$ cat src/rtl/ihex_pkg.sv
`default_nettype none

package ihex_pkg;

    localparam logic [7:0] CH_COLON = 8'h3A;
    localparam logic [7:0] CH_LF    = 8'h0A;
    localparam logic [7:0] CH_CR    = 8'h0D;

    localparam logic [7:0] REC_DATA    = 8'h00;
    localparam logic [7:0] REC_EOF     = 8'h01;
    localparam logic [7:0] REC_EXT_LIN = 8'h04;

    localparam int unsigned DPOS_W = 10;
    localparam int unsigned BIDX_W = 9;

    typedef enum logic [2:0] {
        KIND_DATA   = 3'd0,
        KIND_EMPTY  = 3'd1,
        KIND_EOF    = 3'd2,
        KIND_CSUM   = 3'd3,
        KIND_FORMAT = 3'd4
    } t_kind;

    typedef enum logic [1:0] {
        LM_START  = 2'd0,
        LM_SKIP   = 2'd1,
        LM_RECORD = 2'd2,
        LM_HALT   = 2'd3
    } t_line_mode;

    typedef enum logic [1:0] {
        BK_IDLE = 2'd0,
        BK_READ = 2'd1,
        BK_EMIT = 2'd2
    } t_back_state;

    typedef struct packed {
        t_kind       kind;
        logic [31:0] addr;
        logic [7:0]  count;
        logic [7:0]  csum;
    } t_job;

    typedef struct packed {
        logic empty;
        logic full;
    } t_queue_status;

    function automatic logic [3:0] hex_digit(input logic [7:0] c);
        logic [3:0] v;
        v = 4'd0;
        if (c >= 8'h30 && c <= 8'h39) begin
            v = 4'(c - 8'h30);
        end else if (c >= 8'h41 && c <= 8'h46) begin
            v = 4'(c - 8'h37);
        end else if (c >= 8'h61 && c <= 8'h66) begin
            v = 4'(c - 8'h57);
        end
        return v;
    endfunction

endpackage

`default_nettype wire

$ cat src/rtl/ihex_queue.sv
`default_nettype none

module ihex_queue
    import ihex_pkg::*;
(
    input  wire logic          i_clk,
    input  wire logic          i_rst_n,
    input  wire logic          i_push,
    input  wire t_job          i_job,
    input  wire logic          i_pop,
    output t_job               o_job,
    output t_queue_status      o_status
);

    t_job       r_slot [2];
    logic       r_wr_ptr;
    logic       r_rd_ptr;
    logic [1:0] r_count;
    logic       n_wr_ptr;
    logic       n_rd_ptr;
    logic [1:0] n_count;
    logic       w_push;
    logic       w_pop;

    assign o_status.empty = (r_count == 2'd0);
    assign o_status.full  = (r_count == 2'd2);
    assign o_job          = r_slot[r_rd_ptr];

    assign w_push = i_push && !o_status.full;
    assign w_pop  = i_pop && !o_status.empty;

    always_comb begin
        n_wr_ptr = w_push ? ~r_wr_ptr : r_wr_ptr;
        n_rd_ptr = w_pop ? ~r_rd_ptr : r_rd_ptr;
        n_count  = r_count;
        if (w_push && !w_pop) begin
            n_count = r_count + 2'd1;
        end else if (w_pop && !w_push) begin
            n_count = r_count - 2'd1;
        end
    end

    always_ff @(posedge i_clk) begin
        if (!i_rst_n) begin
            r_wr_ptr <= 1'b0;
            r_rd_ptr <= 1'b0;
            r_count  <= 2'd0;
        end else begin
            r_wr_ptr <= n_wr_ptr;
            r_rd_ptr <= n_rd_ptr;
            r_count  <= n_count;
        end
    end

    always_ff @(posedge i_clk) begin
        if (w_push) begin
            r_slot[r_wr_ptr] <= i_job;
        end
    end

endmodule

`default_nettype wire

$ cat src/rtl/ihex_front.sv
`default_nettype none

module ihex_front
    import ihex_pkg::*;
#(
    parameter int unsigned RECORD_BYTES = 32
) (
    input  wire logic                            i_clk,
    input  wire logic                            i_rst_n,
    input  wire logic                            i_push,
    input  wire logic [7:0]                      i_ch,
    input  wire t_queue_status                   i_q_status,
    input  wire logic                            i_store_busy,
    output logic                                 o_full,
    output logic                                 o_q_push,
    output t_job                                 o_job,
    output logic                                 o_wr_en,
    output logic [$clog2(RECORD_BYTES)-1:0]      o_wr_addr,
    output logic [7:0]                           o_wr_data
);

    localparam int unsigned AW = $clog2(RECORD_BYTES);
    localparam logic [BIDX_W-1:0] MAX_LEN = BIDX_W'(RECORD_BYTES);

    t_line_mode        r_mode;
    t_line_mode        n_mode;
    logic [DPOS_W-1:0] r_dpos;
    logic [DPOS_W-1:0] n_dpos;
    logic [3:0]        r_nib;
    logic [3:0]        n_nib;
    logic [7:0]        r_len;
    logic [7:0]        n_len;
    logic [15:0]       r_off;
    logic [15:0]       n_off;
    logic [7:0]        r_type;
    logic [7:0]        n_type;
    logic [7:0]        r_sum;
    logic [7:0]        n_sum;
    logic [15:0]       r_upper;
    logic [15:0]       n_upper;
    logic [7:0]        r_ub0;
    logic [7:0]        n_ub0;
    logic [7:0]        r_ub1;
    logic [7:0]        n_ub1;

    logic              w_acc;
    logic              w_eol;
    logic              w_colon;
    logic [3:0]        w_digit;
    logic [7:0]        w_byte;
    logic [BIDX_W-1:0] w_idx;
    logic [BIDX_W-1:0] w_data_end;
    logic              w_in_data;
    logic              w_byte_done;
    logic              w_len_bad;
    logic              w_is_cks;
    logic [7:0]        w_calc;
    logic [BIDX_W-1:0] w_didx;

    assign w_eol      = (i_ch == CH_LF) || (i_ch == CH_CR);
    assign w_colon    = (i_ch == CH_COLON);
    assign w_digit    = hex_digit(i_ch);
    assign w_byte     = {r_nib, w_digit};
    assign w_idx      = r_dpos[DPOS_W-1:1];
    assign w_data_end = {1'b0, r_len} + BIDX_W'(4);
    assign w_didx     = w_idx - BIDX_W'(4);
    assign w_in_data  = (r_mode == LM_RECORD) && (w_idx >= BIDX_W'(4))
                        && (w_idx < w_data_end);

    // data beats must not overwrite the store while the back end drains it
    assign o_full = i_q_status.full || (i_store_busy && w_in_data);
    assign w_acc  = i_push && !o_full;

    assign w_byte_done = w_acc && (r_mode == LM_RECORD) && !w_eol && r_dpos[0];
    assign w_len_bad   = ({1'b0, w_byte} > MAX_LEN);
    assign w_is_cks    = (w_idx >= w_data_end);
    assign w_calc      = 8'(~r_sum + 8'd1);

    always_comb begin
        n_mode = r_mode;
        if (w_acc) begin
            case (r_mode)
                LM_START: begin
                    if (w_colon) begin
                        n_mode = LM_RECORD;
                    end else if (!w_eol) begin
                        n_mode = LM_SKIP;
                    end
                end
                LM_SKIP: begin
                    if (w_eol) begin
                        n_mode = LM_START;
                    end
                end
                LM_RECORD: begin
                    if (w_eol) begin
                        n_mode = LM_HALT;
                    end else if (r_dpos[0]) begin
                        if (w_idx == BIDX_W'(0)) begin
                            if (w_len_bad) begin
                                n_mode = LM_HALT;
                            end
                        end else if (w_is_cks) begin
                            if (w_calc != w_byte || r_type == REC_EOF) begin
                                n_mode = LM_HALT;
                            end else begin
                                n_mode = LM_SKIP;
                            end
                        end
                    end
                end
                default: n_mode = r_mode;
            endcase
        end
    end

    always_comb begin
        n_dpos    = r_dpos;
        n_nib     = r_nib;
        n_len     = r_len;
        n_off     = r_off;
        n_type    = r_type;
        n_sum     = r_sum;
        n_upper   = r_upper;
        n_ub0     = r_ub0;
        n_ub1     = r_ub1;
        o_q_push  = 1'b0;
        o_job     = '{kind: KIND_FORMAT, addr: 32'd0, count: 8'd0, csum: 8'd0};
        o_wr_en   = 1'b0;
        o_wr_addr = w_didx[AW-1:0];
        o_wr_data = w_byte;

        if (w_acc && r_mode == LM_START && w_colon) begin
            n_dpos = '0;
            n_nib  = 4'd0;
            n_len  = 8'd0;
            n_off  = 16'd0;
            n_type = 8'd0;
            n_sum  = 8'd0;
            n_ub0  = 8'd0;
            n_ub1  = 8'd0;
        end

        if (w_acc && r_mode == LM_RECORD) begin
            if (w_eol) begin
                o_q_push = 1'b1;
            end else begin
                n_dpos = r_dpos + DPOS_W'(1);
                if (!r_dpos[0]) begin
                    n_nib = w_digit;
                end
            end
        end

        if (w_byte_done) begin
            if (!w_is_cks) begin
                n_sum = r_sum + w_byte;
            end
            if (w_idx == BIDX_W'(0)) begin
                n_len = w_byte;
                if (w_len_bad) begin
                    o_q_push = 1'b1;
                end
            end else if (w_idx == BIDX_W'(1)) begin
                n_off = {w_byte, 8'd0};
            end else if (w_idx == BIDX_W'(2)) begin
                n_off = {r_off[15:8], w_byte};
            end else if (w_idx == BIDX_W'(3)) begin
                n_type = w_byte;
            end else if (!w_is_cks) begin
                o_wr_en = 1'b1;
                if (w_didx == BIDX_W'(0)) begin
                    n_ub0 = w_byte;
                end
                if (w_didx == BIDX_W'(1)) begin
                    n_ub1 = w_byte;
                end
            end else begin
                if (w_calc != w_byte) begin
                    o_q_push  = 1'b1;
                    o_job.kind = KIND_CSUM;
                    o_job.csum = w_calc;
                end else if (r_type == REC_DATA) begin
                    o_q_push    = 1'b1;
                    o_job.kind  = (r_len == 8'd0) ? KIND_EMPTY : KIND_DATA;
                    o_job.addr  = {r_upper, 16'd0} + {16'd0, r_off};
                    o_job.count = r_len;
                end else if (r_type == REC_EOF) begin
                    o_q_push   = 1'b1;
                    o_job.kind = KIND_EOF;
                end else if (r_type == REC_EXT_LIN) begin
                    n_upper = {r_ub0, r_ub1};
                end
            end
        end
    end

    always_ff @(posedge i_clk) begin
        if (!i_rst_n) begin
            r_mode  <= LM_START;
            r_dpos  <= '0;
            r_nib   <= 4'd0;
            r_len   <= 8'd0;
            r_off   <= 16'd0;
            r_type  <= 8'd0;
            r_sum   <= 8'd0;
            r_upper <= 16'd0;
            r_ub0   <= 8'd0;
            r_ub1   <= 8'd0;
        end else begin
            r_mode  <= n_mode;
            r_dpos  <= n_dpos;
            r_nib   <= n_nib;
            r_len   <= n_len;
            r_off   <= n_off;
            r_type  <= n_type;
            r_sum   <= n_sum;
            r_upper <= n_upper;
            r_ub0   <= n_ub0;
            r_ub1   <= n_ub1;
        end
    end

endmodule

`default_nettype wire

$ cat src/rtl/ihex_back.sv
`default_nettype none

module ihex_back
    import ihex_pkg::*;
#(
    parameter int unsigned RECORD_BYTES = 32
) (
    input  wire logic                            i_clk,
    input  wire logic                            i_rst_n,
    input  wire t_queue_status                   i_q_status,
    input  wire t_job                            i_job,
    output logic                                 o_q_pop,
    input  wire logic                            i_wr_en,
    input  wire logic [$clog2(RECORD_BYTES)-1:0] i_wr_addr,
    input  wire logic [7:0]                      i_wr_data,
    output logic                                 o_busy,
    input  wire logic                            i_pop,
    output logic                                 o_empty,
    output logic [2:0]                           o_kind,
    output logic [31:0]                          o_byte_address,
    output logic [7:0]                           o_data_byte,
    output logic [7:0]                           o_checksum_calc,
    output logic                                 o_last
);

    localparam int unsigned AW = $clog2(RECORD_BYTES);
    localparam int unsigned LW = $clog2(RECORD_BYTES + 1);

    logic [7:0]  r_mem [RECORD_BYTES];
    logic [7:0]  r_rdata;

    t_back_state r_state;
    t_back_state n_state;
    logic [LW-1:0] r_idx;
    logic [LW-1:0] n_idx;
    logic [LW-1:0] r_count;
    logic [LW-1:0] n_count;
    logic [31:0] r_base;
    logic [31:0] n_base;

    logic        r_valid;
    t_kind       r_kind;
    logic [31:0] r_addr;
    logic [7:0]  r_data;
    logic [7:0]  r_csum;
    logic        r_last;

    logic        w_out_free;
    logic        w_is_last;
    logic        w_load;
    t_kind       w_kind;
    logic [31:0] w_addr;
    logic [7:0]  w_data;
    logic [7:0]  w_csum;
    logic        w_last;

    assign w_out_free = !r_valid || i_pop;
    assign w_is_last  = (r_idx == LW'(r_count - LW'(1)));
    assign o_busy     = (r_state != BK_IDLE);

    always_comb begin
        n_state = r_state;
        case (r_state)
            BK_IDLE: begin
                if (!i_q_status.empty && i_job.kind == KIND_DATA) begin
                    n_state = BK_READ;
                end
            end
            BK_READ: n_state = BK_EMIT;
            BK_EMIT: begin
                if (w_out_free) begin
                    n_state = w_is_last ? BK_IDLE : BK_READ;
                end
            end
            default: n_state = BK_IDLE;
        endcase
    end

    always_comb begin
        o_q_pop = 1'b0;
        w_load  = 1'b0;
        w_kind  = i_job.kind;
        w_addr  = i_job.addr;
        w_data  = 8'd0;
        w_csum  = i_job.csum;
        w_last  = 1'b1;
        n_idx   = r_idx;
        n_count = r_count;
        n_base  = r_base;
        case (r_state)
            BK_IDLE: begin
                if (!i_q_status.empty) begin
                    if (i_job.kind == KIND_DATA) begin
                        o_q_pop = 1'b1;
                        n_idx   = '0;
                        n_count = LW'(i_job.count);
                        n_base  = i_job.addr;
                    end else if (w_out_free) begin
                        o_q_pop = 1'b1;
                        w_load  = 1'b1;
                    end
                end
            end
            BK_EMIT: begin
                if (w_out_free) begin
                    w_load = 1'b1;
                    w_kind = KIND_DATA;
                    w_addr = r_base + 32'(r_idx);
                    w_data = r_rdata;
                    w_csum = 8'd0;
                    w_last = w_is_last;
                    n_idx  = r_idx + LW'(1);
                end
            end
            default: begin
                w_load = 1'b0;
            end
        endcase
    end

    always_ff @(posedge i_clk) begin
        if (i_wr_en) begin
            r_mem[i_wr_addr] <= i_wr_data;
        end
        r_rdata <= r_mem[r_idx[AW-1:0]];
    end

    always_ff @(posedge i_clk) begin
        if (!i_rst_n) begin
            r_state <= BK_IDLE;
            r_valid <= 1'b0;
        end else begin
            r_state <= n_state;
            if (w_load) begin
                r_valid <= 1'b1;
            end else if (i_pop) begin
                r_valid <= 1'b0;
            end
        end
    end

    always_ff @(posedge i_clk) begin
        r_idx   <= n_idx;
        r_count <= n_count;
        r_base  <= n_base;
        if (w_load) begin
            r_kind <= w_kind;
            r_addr <= w_addr;
            r_data <= w_data;
            r_csum <= w_csum;
            r_last <= w_last;
        end
    end

    assign o_empty         = !r_valid;
    assign o_kind          = r_kind;
    assign o_byte_address  = r_addr;
    assign o_data_byte     = r_data;
    assign o_checksum_calc = r_csum;
    assign o_last          = r_last;

endmodule

`default_nettype wire

$ cat src/rtl/intel_hex_record_parser.sv
`default_nettype none

// channel   | handshake          | beat
// ----------+--------------------+--------------------------------------------
// text in   | push / full        | i_ch
// result out| pop / empty        | o_kind o_byte_address o_data_byte
//           |                    | o_checksum_calc o_last
//
// The front end takes one character per cycle while full is low. Each data
// byte of a record leaves the back end through a read state and an emit
// state, as the record store read is registered; other results load once queued.
// Header and checksum characters of the next record keep flowing while the
// back end drains; data characters stall (full) until the store is free.
// Synchronous active-low reset; the record store is not cleared.

module intel_hex_record_parser
    import ihex_pkg::*;
#(
    parameter int unsigned RECORD_BYTES = 32
) (
    input  wire logic        i_clk,
    input  wire logic        i_rst_n,
    input  wire logic        push,
    output logic             full,
    input  wire logic [7:0]  i_ch,
    input  wire logic        pop,
    output logic             empty,
    output logic [2:0]       o_kind,
    output logic [31:0]      o_byte_address,
    output logic [7:0]       o_data_byte,
    output logic [7:0]       o_checksum_calc,
    output logic             o_last
);

    localparam int unsigned AW = $clog2(RECORD_BYTES);

    t_queue_status   w_q_status;
    t_job            w_push_job;
    t_job            w_pop_job;
    logic            w_q_push;
    logic            w_q_pop;
    logic            w_wr_en;
    logic [AW-1:0]   w_wr_addr;
    logic [7:0]      w_wr_data;
    logic            w_back_busy;
    logic            w_store_busy;

    assign w_store_busy = !w_q_status.empty || w_back_busy;

    ihex_front #(
        .RECORD_BYTES (RECORD_BYTES)
    ) u_front (
        .i_clk        (i_clk),
        .i_rst_n      (i_rst_n),
        .i_push       (push),
        .i_ch         (i_ch),
        .i_q_status   (w_q_status),
        .i_store_busy (w_store_busy),
        .o_full       (full),
        .o_q_push     (w_q_push),
        .o_job        (w_push_job),
        .o_wr_en      (w_wr_en),
        .o_wr_addr    (w_wr_addr),
        .o_wr_data    (w_wr_data)
    );

    ihex_queue u_queue (
        .i_clk    (i_clk),
        .i_rst_n  (i_rst_n),
        .i_push   (w_q_push),
        .i_job    (w_push_job),
        .i_pop    (w_q_pop),
        .o_job    (w_pop_job),
        .o_status (w_q_status)
    );

    ihex_back #(
        .RECORD_BYTES (RECORD_BYTES)
    ) u_back (
        .i_clk           (i_clk),
        .i_rst_n         (i_rst_n),
        .i_q_status      (w_q_status),
        .i_job           (w_pop_job),
        .o_q_pop         (w_q_pop),
        .i_wr_en         (w_wr_en),
        .i_wr_addr       (w_wr_addr),
        .i_wr_data       (w_wr_data),
        .o_busy          (w_back_busy),
        .i_pop           (pop),
        .o_empty         (empty),
        .o_kind          (o_kind),
        .o_byte_address  (o_byte_address),
        .o_data_byte     (o_data_byte),
        .o_checksum_calc (o_checksum_calc),
        .o_last          (o_last)
    );

endmodule

`default_nettype wire
$ cat config.mk
export PLATFORM = sky130hd
export DESIGN_NAME = intel_hex_record_parser
export DESIGN_NICKNAME = d
export VERILOG_FILES = /design/src/rtl/ihex_pkg.sv /design/src/rtl/ihex_queue.sv /design/src/rtl/ihex_front.sv /design/src/rtl/ihex_back.sv /design/src/rtl/intel_hex_record_parser.sv
export SDC_FILE = /design/constraint.sdc
export NUM_CORES = 1
export LEC_CHECK = 0
export BUFFER_PORTS_ARGS = -buffer_cell sky130_fd_sc_hd__buf_2
export CAP_MARGIN = 20
export CORE_UTILIZATION = 30
export CTS_CLUSTER_DIAMETER = 120
export DETAILED_ROUTE_END_ITERATION = 12
export PLACE_DENSITY_LB_ADDON = 0.12
export SYNTH_ARGS = -nofsm -noshare
export SYNTH_HDL_FRONTEND = slang
export SYNTH_SLANG_ARGS = --single-unit
$ cat constraint.sdc
create_clock -name i_clk -period 6.81 [get_ports i_clk]
set_clock_uncertainty 0.2 [all_clocks]
set_input_delay 0.3405 -clock i_clk [delete_from_list [all_inputs] [get_ports i_clk]]
set_output_delay 0.3405 -clock i_clk [all_outputs]
set_load 0.05 [all_outputs]
Yosys cells after proc, flatten, opt, wreduce, memory -nomap -nowiden:

Memory sizes are Yosys's and may differ from the RTL's. A register that Yosys moved wholly into a read port is not among the register bits.
Cells that the tools add are included.

* register bits: 191
* latch bits: 0
* memory bits (writable): 358
* bits in read-only memories: 0
* input port bits: 12
* output and inout port bits: 54
* word-level logic and storage cells: 250
* memories: 2

Memory list
* u_back.r_mem: words 32, width 8, read ports 1, clocked after Yosys merged registers in 1, wr ports 1, RTL line ihex_back.sv:29 `logic [7:0] r_mem [RECORD_BYTES];`
* u_queue.r_slot: words 2, width 51, read ports 1, clocked after Yosys merged registers in 1, wr ports 1, RTL line ihex_queue.sv:15 `t_job r_slot [2];`

* add/subtract/negate cells: 14
* $mul: 0
* div/mod/pow operators: 0
* order comparisons: 10
* equal/unequal tests: 26
* shift-type cells: 0
* multiplexer cells: 115
* bitwise gates (word level): 11
* reduce and logical (&&, ||, !) cells: 48

Operators with widths (count)
* $mux W51: 6
* $mux W8: 31
* $mux W16: 5
* $mux W40: 2
* $mux W32: 2
* $mux W1: 34
* $add A32 B16 Y32: 1
* $add A32 B6 Y32: 1
* $mux W10: 3
* $mux W4: 7
* $mux W2: 13
* $eq A9 B1 Y1 const B: 2
* $eq A9 B2 Y1 const B: 2
* $logic_not A9 Y1: 2
* $mux W6: 3
* $logic_and A1 B1 Y1: 17
* $eq A8 B4 Y1 const B: 2
* $ge A8 B7 Y1 const B: 2
* $le A8 B7 Y1 const B: 2
* $logic_not A8 Y1: 2
* $mux W3: 5
* $pmux W2 S3: 2
* $pmux W6 S2: 1
* $add A10 B1 Y10 const B: 1
* 43 further kinds: 76

Logic depth before layout (Yosys ltp):

Gate-level depths: netlist of run 1.

* word-level depth: 23
* depth in mapped cells: 15
* gate-level depth less buffers: 15

Cells and area by module:

From an unflattened synthesis of run 1, not the netlist that was laid out.

* cell total of the unflattened synthesis: 1699
* area, all modules: 24029.3 sq um

By module, submodules not included
* ihex_back: times used 1, cells each 801, area each 14455.1 sq um
* ihex_front: times used 1, cells each 713, area each 5666.7 sq um
* ihex_queue: times used 1, cells each 184, area each 3901.2 sq um
* intel_hex_record_parser: times used 1, cells each 1, area each 6.3 sq um

Worst setup path after synthesis of run 1:

OpenSTA, ideal clock, no wires.

* kind: input to register
* start point: input port i_ch[6]
* end point: memory u_queue.r_slot[1][0] (netlist bit) (enable)
* setup time: 0.530 ns
* arrival time: 6.313 ns
* data required time: 6.080 ns
* slack: -0.234 ns
* cell stages on the path: 8
* path buffers: 0
* path through: nor4bb_1 > o21ai_0 > o21ai_1 > ha_1 > a2111oi_1 > nand3_1 > o21ai_0 > a21boi_0

* cells in the longest elaborated chain, start to end: 16
* elaborated cells between the ends (all ways): 35

Ends and longest elaborated chain
* from (decl): RTL line intel_hex_record_parser.sv:25 `input wire logic [7:0] i_ch,`
* $ge A8 B7 Y1 or $le A8 B7 Y1 (tied branches): RTL line ihex_pkg.sv:56 `end else if (c >= 8'h61 && c <= 8'h66) begin`
* $logic_and A1 B1 Y1: RTL line ihex_pkg.sv:56
* $mux W4: RTL line ihex_pkg.sv:56
* $mux W4: RTL line ihex_pkg.sv:54 `end else if (c >= 8'h41 && c <= 8'h46) begin`
* $mux W4 (*): RTL line ihex_pkg.sv:52 `if (c >= 8'h30 && c <= 8'h39) begin`
* named net u_back.i_wr_data[0]: RTL line ihex_back.sv:15 `input wire logic [7:0] i_wr_data,`
* $ne A8 B8 Y1: RTL line ihex_front.sv:179 `if (w_calc != w_byte) begin`
* $mux W1: RTL line ihex_front.sv:179
* $mux W1: RTL line ihex_front.sv:170 `end else if (!w_is_cks) begin`
* $mux W1: RTL line ihex_front.sv:168 `end else if (w_idx == BIDX_W'(3)) begin`
* $mux W1: RTL line ihex_front.sv:166 `end else if (w_idx == BIDX_W'(2)) begin`
* $mux W1: RTL line ihex_front.sv:164 `end else if (w_idx == BIDX_W'(1)) begin`
* $mux W1 (*): RTL line ihex_front.sv:159 `if (w_idx == BIDX_W'(0)) begin`
* $mux W1 (*): RTL line ihex_front.sv:155 `if (w_byte_done) begin`
* $logic_and A1 B1 Y1 (*): RTL line ihex_queue.sv:29 `assign w_push = i_push && !o_status.full;`
* $mux W1 (*): RTL line ihex_queue.sv:56 `if (w_push) begin`
* $mux W1 (implied by the code) (*): RTL line ihex_queue.sv:57 `r_slot[r_wr_ptr] <= i_job;`
* to (decl): RTL line ihex_queue.sv:15

Mark *: on every way through the listed nets, which the timed path passes. The rest lies on a longest branch.

Worst setup path in the final report of run 1:

* start point: register u_front.r_len[4]
* end point: memory u_back.r_mem[27][4] (enable)

* cells in the longest elaborated chain, start to end: 13
* elaborated cells between the ends (all ways): 19

Ends and longest elaborated chain
* from (decl): RTL line ihex_front.sv:31 `logic [7:0] r_len;`
* from (signal assigned): RTL line ihex_front.sv:214 `r_len <= n_len;`
* $add A8 B3 Y9 (*): RTL line ihex_front.sv:65 `assign w_data_end = {1'b0, r_len} + BIDX_W'(4);`
* parallel branches: the longest is 9 deep, another holds $ge A9 B9 Y1
* $mux W1 (*): RTL line ihex_front.sv:155
* $mux W1 (*): RTL line ihex_back.sv:122 `if (i_wr_en) begin`
* $mux W1 (implied by the code) (*): RTL line ihex_back.sv:123 `r_mem[i_wr_addr] <= i_wr_data;`
* to (decl): RTL line ihex_back.sv:29

Every way passes the cells marked *.

==> summary.txt, run 1 <==
Cell variety after synth = 78
clk_lat worst skew = 0.63 ns
IO buf count = 65
num ports = 66
Worst EP arrival = 4.89 ns
Residual DRC = 0
outcome = finished clean
drt wl/cell = 21.1 microns
Fmax = 207 MHz
Setup TNS = 0 ns
max_slew headroom = 31.4%
peak supply drop = 197 uV
WP data required = 6.86 ns
Iteration-0 DRC Markers = 829
CTS buffer count = 59
largest net degree at the start of global routing = 88
Post-synth EDFFs = 450
Hold Path Stages = 5
Final Hold Vio Count = 0
overall die area = 80800 sq um
CTS root buf = clkbuf_16
Power, Total = 9.15 mW
flop2flop setup slack = 1.98 ns
fin crit share = 71.0%
layout cells sized above 1 = 18.9%
vias in the first global route = 14.5k
CTS tree = yes
# setup viols final = 0
R2R Path End = u_back.r_mem[27][4]
antenna viol nets, final = 0
wirelength, routed = 59.9 mm
Core Area = 78900 sq um
Least-Margin Pin Slew = 1.02 ns
Most Crowded Layer GR = met2
global-route wire length before repair = 91.1 mm
Async SR Flop Fraction = 0%
max-slew violations = 0
Tmin final = 4.83 ns
final net count = 1796
Gate Count Post-Synth = 1672
Vias = 14.2k
Post-Syn Area = 23900 sq um
number of clock sinks = 554
GRT met3 Usage = 2.05%
Synth Flop Type = edfxtp_1
Syn-to-layout area delta = 14.8%
Avg Vias per Cell = 4.98
Synthesis Warnings = 0
Synthesized Nets = 1727
clk buf depth = 3
Worst Hold End = u_queue.r_wr_ptr
drt pass-1 iters = 7
Chip Width = 284 microns
FF-to-FF path depth = 10
syn avg cell area = 14.3 sq um
# H-tree levels = 2
max cap viols = 0
hold crit path type = primary input to flip-flop
grt ovf = 0
worst hold margin = 0.108 ns
Hold Buf Count CTS = 2
initial antenna violation count = 2
total setup buffers inserted after CTS = 0
CP Launch Type = flip-flop
row count = 103
Initial Utilization = 30.3%
CP endpoint kind = flip-flop
leakage power = 8.38 nW
power per cell area = 333 nW/um^2
Critical Path Fanout Max = 8
reg2reg start = u_front.r_len[4]
hold_sp = push
Die Span Y = 284 microns
clock slew at reported path FFs = 0.06 ns
post_cts resized = 0
diode count = 0
Seq/Total Area, Yosys = 65.3%
post-synthesis register bit count = 554
GRT Total Usage = 14.8%
GR Util met1 = 20.3%
crit path kind = flip-flop to flip-flop
last weighted congestion value of the routability-driven placer = 0.790
M2 GR Usage = 24.3%
DP HPWL = 37.7 mm
RSZ-0062 raised after global routing = no
[critical path, stage by stage, from the launching register on]
cell and delay [ns]:
dfxtp_1 0.45, and3_1 0.23, nand3_1 0.10, xor2_1 0.16
ha_1 0.20, a21oi_1 0.51, o31ai_1 0.32, nand2b_1 0.27
nor3_1 0.53, nand3_1 0.55, nor2_1 0.92
[Yosys cell counts, drive strengths merged, types with 14 or more instances]
library cell,count,area (sq um)
a211oi,15,113
a21oi,96,480
a31oi,15,93.8
and2,53,332
and3,25,156
buf,32,158
clkbuf,60,225
dfxtp,104,2080
edfxtp,450,13500
ha,41,513
inv,40,150
mux2,46,518
mux2i,14,140
mux4,80,1800
nand2,76,285
nand3,71,360
nand4,33,206
nor2,131,492
nor3,31,166
o21ai,27,135
o31ai,19,143
xnor2,31,272
xor2,24,210
[power breakdown]
part / switching, mW / internal [mW]
Clock: 1.34 / 1.82
Sequential: 0.159 / 3.91
Combinational: 1.23 / 0.685
Total: 2.73 / 6.41
[flip-flops by register name (all words and copies together) (netlist names), 10 cells and up, named ones only]
register and count:
u_front.r_upper 16, u_front.r_off 16, u_queue.r_slot 98, u_back.r_base 32
u_back.o_byte_address 32, u_back.r_mem 256, u_front.r_dpos 10
[placed cells by master, fill, tap and decap left out, types with 25 or more instances in the layout]
cell type,instances
edfxtp_1,450
nor2_1,130
dfxtp_1,102
a21oi_1,95
mux4_2,80
nand2_1,76
nand3_1,70
buf_2,65
clkbuf_16,60
and2_1,53
mux2_2,46
ha_1,41
inv_1,40
nand4_1,33
xnor2_1,31
buf_4,30
nor3_1,29
o21ai_0,25
and3_1,25
[layer usage]
metal  wire length, microns  up-vias
met5                     11        -
met4                   1460        2
met3                   2030       91
met2                  28300      271
met1                  28100     7190
li1                       -     6607
[final cells by class]
class	instances	area (sq um)
clock buffer	77	1620
clock inverter	34	297
fill	7672	51400
inverter	42	158
multi-input combinational	984	7850
sequential	554	15600
tap	1050	1310
timing repair buffer	100	609
[how the worst max path moves through the flow]
stage | cells past startpoint | from | endpoint
2_1_floorplan | 8 | i_ch[6] | u_queue.r_slot[0][0]
3_5_place_dp | 14 | i_ch[4] | u_queue.r_count[1]
4_1_cts | 10 | u_front.r_len[4] | u_back.r_mem[27][4]
3_3_place_gp | 14 | i_ch[4] | u_queue.r_count[1]
5_1_grt | 10 | u_front.r_len[4] | u_back.r_mem[27][4]
6_report | 10 | u_front.r_len[4] | u_back.r_mem[27][4]
[cell families after synthesis]
logic type      share of synthesized area, %
flops                                   65.3
simple gates                            10.7
compound gates                          6.90
mux                                     10.3
buf+inv                                 2.26
xor+xnor                                2.30
fa+ha+maj                               2.31
[stage by stage]
stage | std cells | setup slack (ns) | instance area, sq um | utilization, %
after floorplan | 1672 | 1.00 | 23900 | -
after global placement | 2725 | 1.86 | 25500 | 32.3
after detailed placement | 2727 | 1.74 | 25500 | 32.3
after CTS | 2840 | 1.93 | 27400 | 34.8
after global routing | 2841 | 1.60 | 27400 | 34.8
final | 2841 | 1.98 | 27400 | 34.8
No activity file was read; power rests on OpenSTA's default activity.
==> run 2, diff against run 1 <==
==> constraint.sdc (replaced) <==
create_clock -name i_clk -period 4.5 [get_ports i_clk]
set_clock_uncertainty 0.2 [all_clocks]
set_input_delay 0.225 -clock i_clk [delete_from_list [all_inputs] [get_ports i_clk]]
set_output_delay 0.225 -clock i_clk [all_outputs]
set_load 0.05 [all_outputs]
==> run 2 against run 1 <==
Compared with the run above: wire length increased by 3.8%; final area increased by 2.3%; core utilization increased by 0.79 points; sequential power increased by 51%; flip-flop and latch count unchanged; worst hold slack got worse by 0.021 ns; non-clock buffer count increased by 52.
==> summary.txt, run 2 (synthesized netlist as in run 1, its figures left out) <==
outcome = finished clean
reg2reg start = u_front.r_len[2]
Critical Path Max Stage Delay = 0.65 ns
number of clock sinks = 554
Syn-to-layout area delta = 17.4%
Least-Margin Pin Slew = 1.07 ns
vias in the first global route = 14.5k
max_slew headroom = 28.5%
Setup TNS = 0 ns
fill count = 7561
initial antenna violation count = 2
CP endpoint kind = flip-flop
IO buf count = 65
Core Area = 78900 sq um
CP Launch Type = flip-flop
Power, Total = 14.3 mW
Largest Register = u_back.r_mem
CTS buffer count = 61
crit path kind = flip-flop to flip-flop
hold_sp = push
fin crit share = 85.4%
Hold Path Stages = 6
max-slew violations = 0
Worst Hold End = u_queue.r_wr_ptr
antenna viol nets, final = 0
Iteration-0 DRC Markers = 1007
Final Hold Vio Count = 0
GR Util met1 = 21.4%
FF-to-FF path depth = 11
global-route wire length before repair = 93.8 mm
M2 GR Usage = 24.8%
total setup buffers inserted after CTS = 0
WP data required = 4.76 ns
row count = 103
drt wl/cell = 21.4 microns
final net count = 1850
Worst EP arrival = 4.10 ns
overall die area = 80800 sq um
Fmax = 260 MHz
leading cell type in the layout, fill and taps excluded = edfxtp_1
clock slew at reported path FFs = 0.06 ns
Crit-path slowest cell = a21oi_1
Initial Utilization = 30.3%
peak supply drop = 371 uV
R2R Path End = u_front.r_off[12]
RSZ-0062 raised after global routing = no
leading cell types in the layout, fill and taps excluded = 450 x edfxtp_1, 130 x nor2_1, 102 x dfxtp_1
# setup viols final = 0
last weighted congestion value of the routability-driven placer = 0.792
GRT Total Usage = 15.2%
largest net degree at the start of global routing = 68
CTS root buf = clkbuf_16
clk_lat worst skew = 0.63 ns
wirelength, routed = 62.1 mm
leakage power = 8.76 nW
hold crit path type = primary input to flip-flop
DP HPWL = 40.0 mm
num ports = 66
drt pass-1 iters = 7
Critical Path Fanout Max = 8
grt ovf = 0
# H-tree levels = 2
Avg Vias per Cell = 4.95
Residual DRC = 0
Critical Path, Cell by Cell = ha_1 > nand3_1 > xor2_1 > ha_1 > o21a_1 > o21bai_1 > a41oi_1 > o311a_1 > a21oi_1 > a21oi_1 > a311oi_1
Largest register FFs = 256
Tmin final = 3.84 ns
CTS tree = yes
Die Span Y = 284 microns
GRT met3 Usage = 1.91%
flop2flop setup slack = 0.66 ns
Chip Width = 284 microns
Vias = 14.4k
layout cells sized above 1 = 21.8%
max cap viols = 0
Most Crowded Layer GR = met2
Top Registers = u_back.r_mem (256), u_queue.r_slot (98)
clk buf depth = 3
power per cell area = 509 nW/um^2
[run 2: repair_timing]
action	CTS	global route
endpoints found under the hold margin	5	0
hold buffers	2	0
resized for setup	0	0
[run 2: worst max-delay path by stage]
stage	start	to	slack, ns	depth (start not counted)
after floorplan	i_ch[6]	u_queue.r_count[1]	0.26	11
after global placement	i_ch[0]	u_queue.r_count[1]	0.47	14
after detailed placement	i_ch[0]	u_queue.r_count[1]	0.49	14
after CTS	u_front.r_len[2]	u_queue.r_count[1]	0.67	15
after global routing	u_front.r_len[2]	u_queue.r_count[1]	0.33	15
final	u_front.r_len[2]	u_front.r_off[12]	0.66	11
[run 2: area by class of cell]
class	instances	area [sq um]	share of cell area [%]
Antenna cell	1	2.50	0.00892
Clock buffer	80	1650	5.88
Clock inverter	36	470	1.68
Inverter	42	158	0.562
Multi-Input combinational cell	984	7860	28.0
Sequential cell	554	15600	55.6
Tap cell	1050	1310	4.68
Timing Repair Buffer	152	1010	3.59
[run 2: worst max-delay path: cells and delay by family (launching register included)]
kind	cells	cell delay, ns
AO/OA/AOI/OAI	7	2.13
adder cells (fa/ha/maj)	2	0.58
flip-flops	1	0.47
XOR/XNOR	1	0.17
AND/OR/NAND/NOR	1	0.11
[run 2: power breakdown]
part / leakage [nW] / internal [mW] / switching [mW]
clock network: 1.03 / 3.12 / 2.10
logic: 3.19 / 1.06 / 1.84
registers: 4.54 / 5.92 / 0.244
[run 2: layer usage]
metal  share of wire [%]  up-vias  wire, microns
met3                 2.9       78           1830
li1                    -     6693              -
met4                 1.8        0           1100
met2                  48      239          29700
met5                   0        -              0
met1                  47     7344          29500
[run 2: per-stage QoR]
step | util (%) | setup WS [ns] | instance area (sq um) | hold slack [ns] | instances
after floorplan | - | 0.265 | 23900 | 0.141 | 1672
after global placement | 32.9 | 0.469 | 25900 | 0.253 | 2780
after detailed placement | 32.9 | 0.493 | 25900 | 0.258 | 2780
after CTS | 35.6 | 0.675 | 28100 | 0.0495 | 2898
after global routing | 35.6 | 0.328 | 28100 | 0.105 | 2898
final | 35.6 | 0.658 | 28100 | 0.0869 | 2899
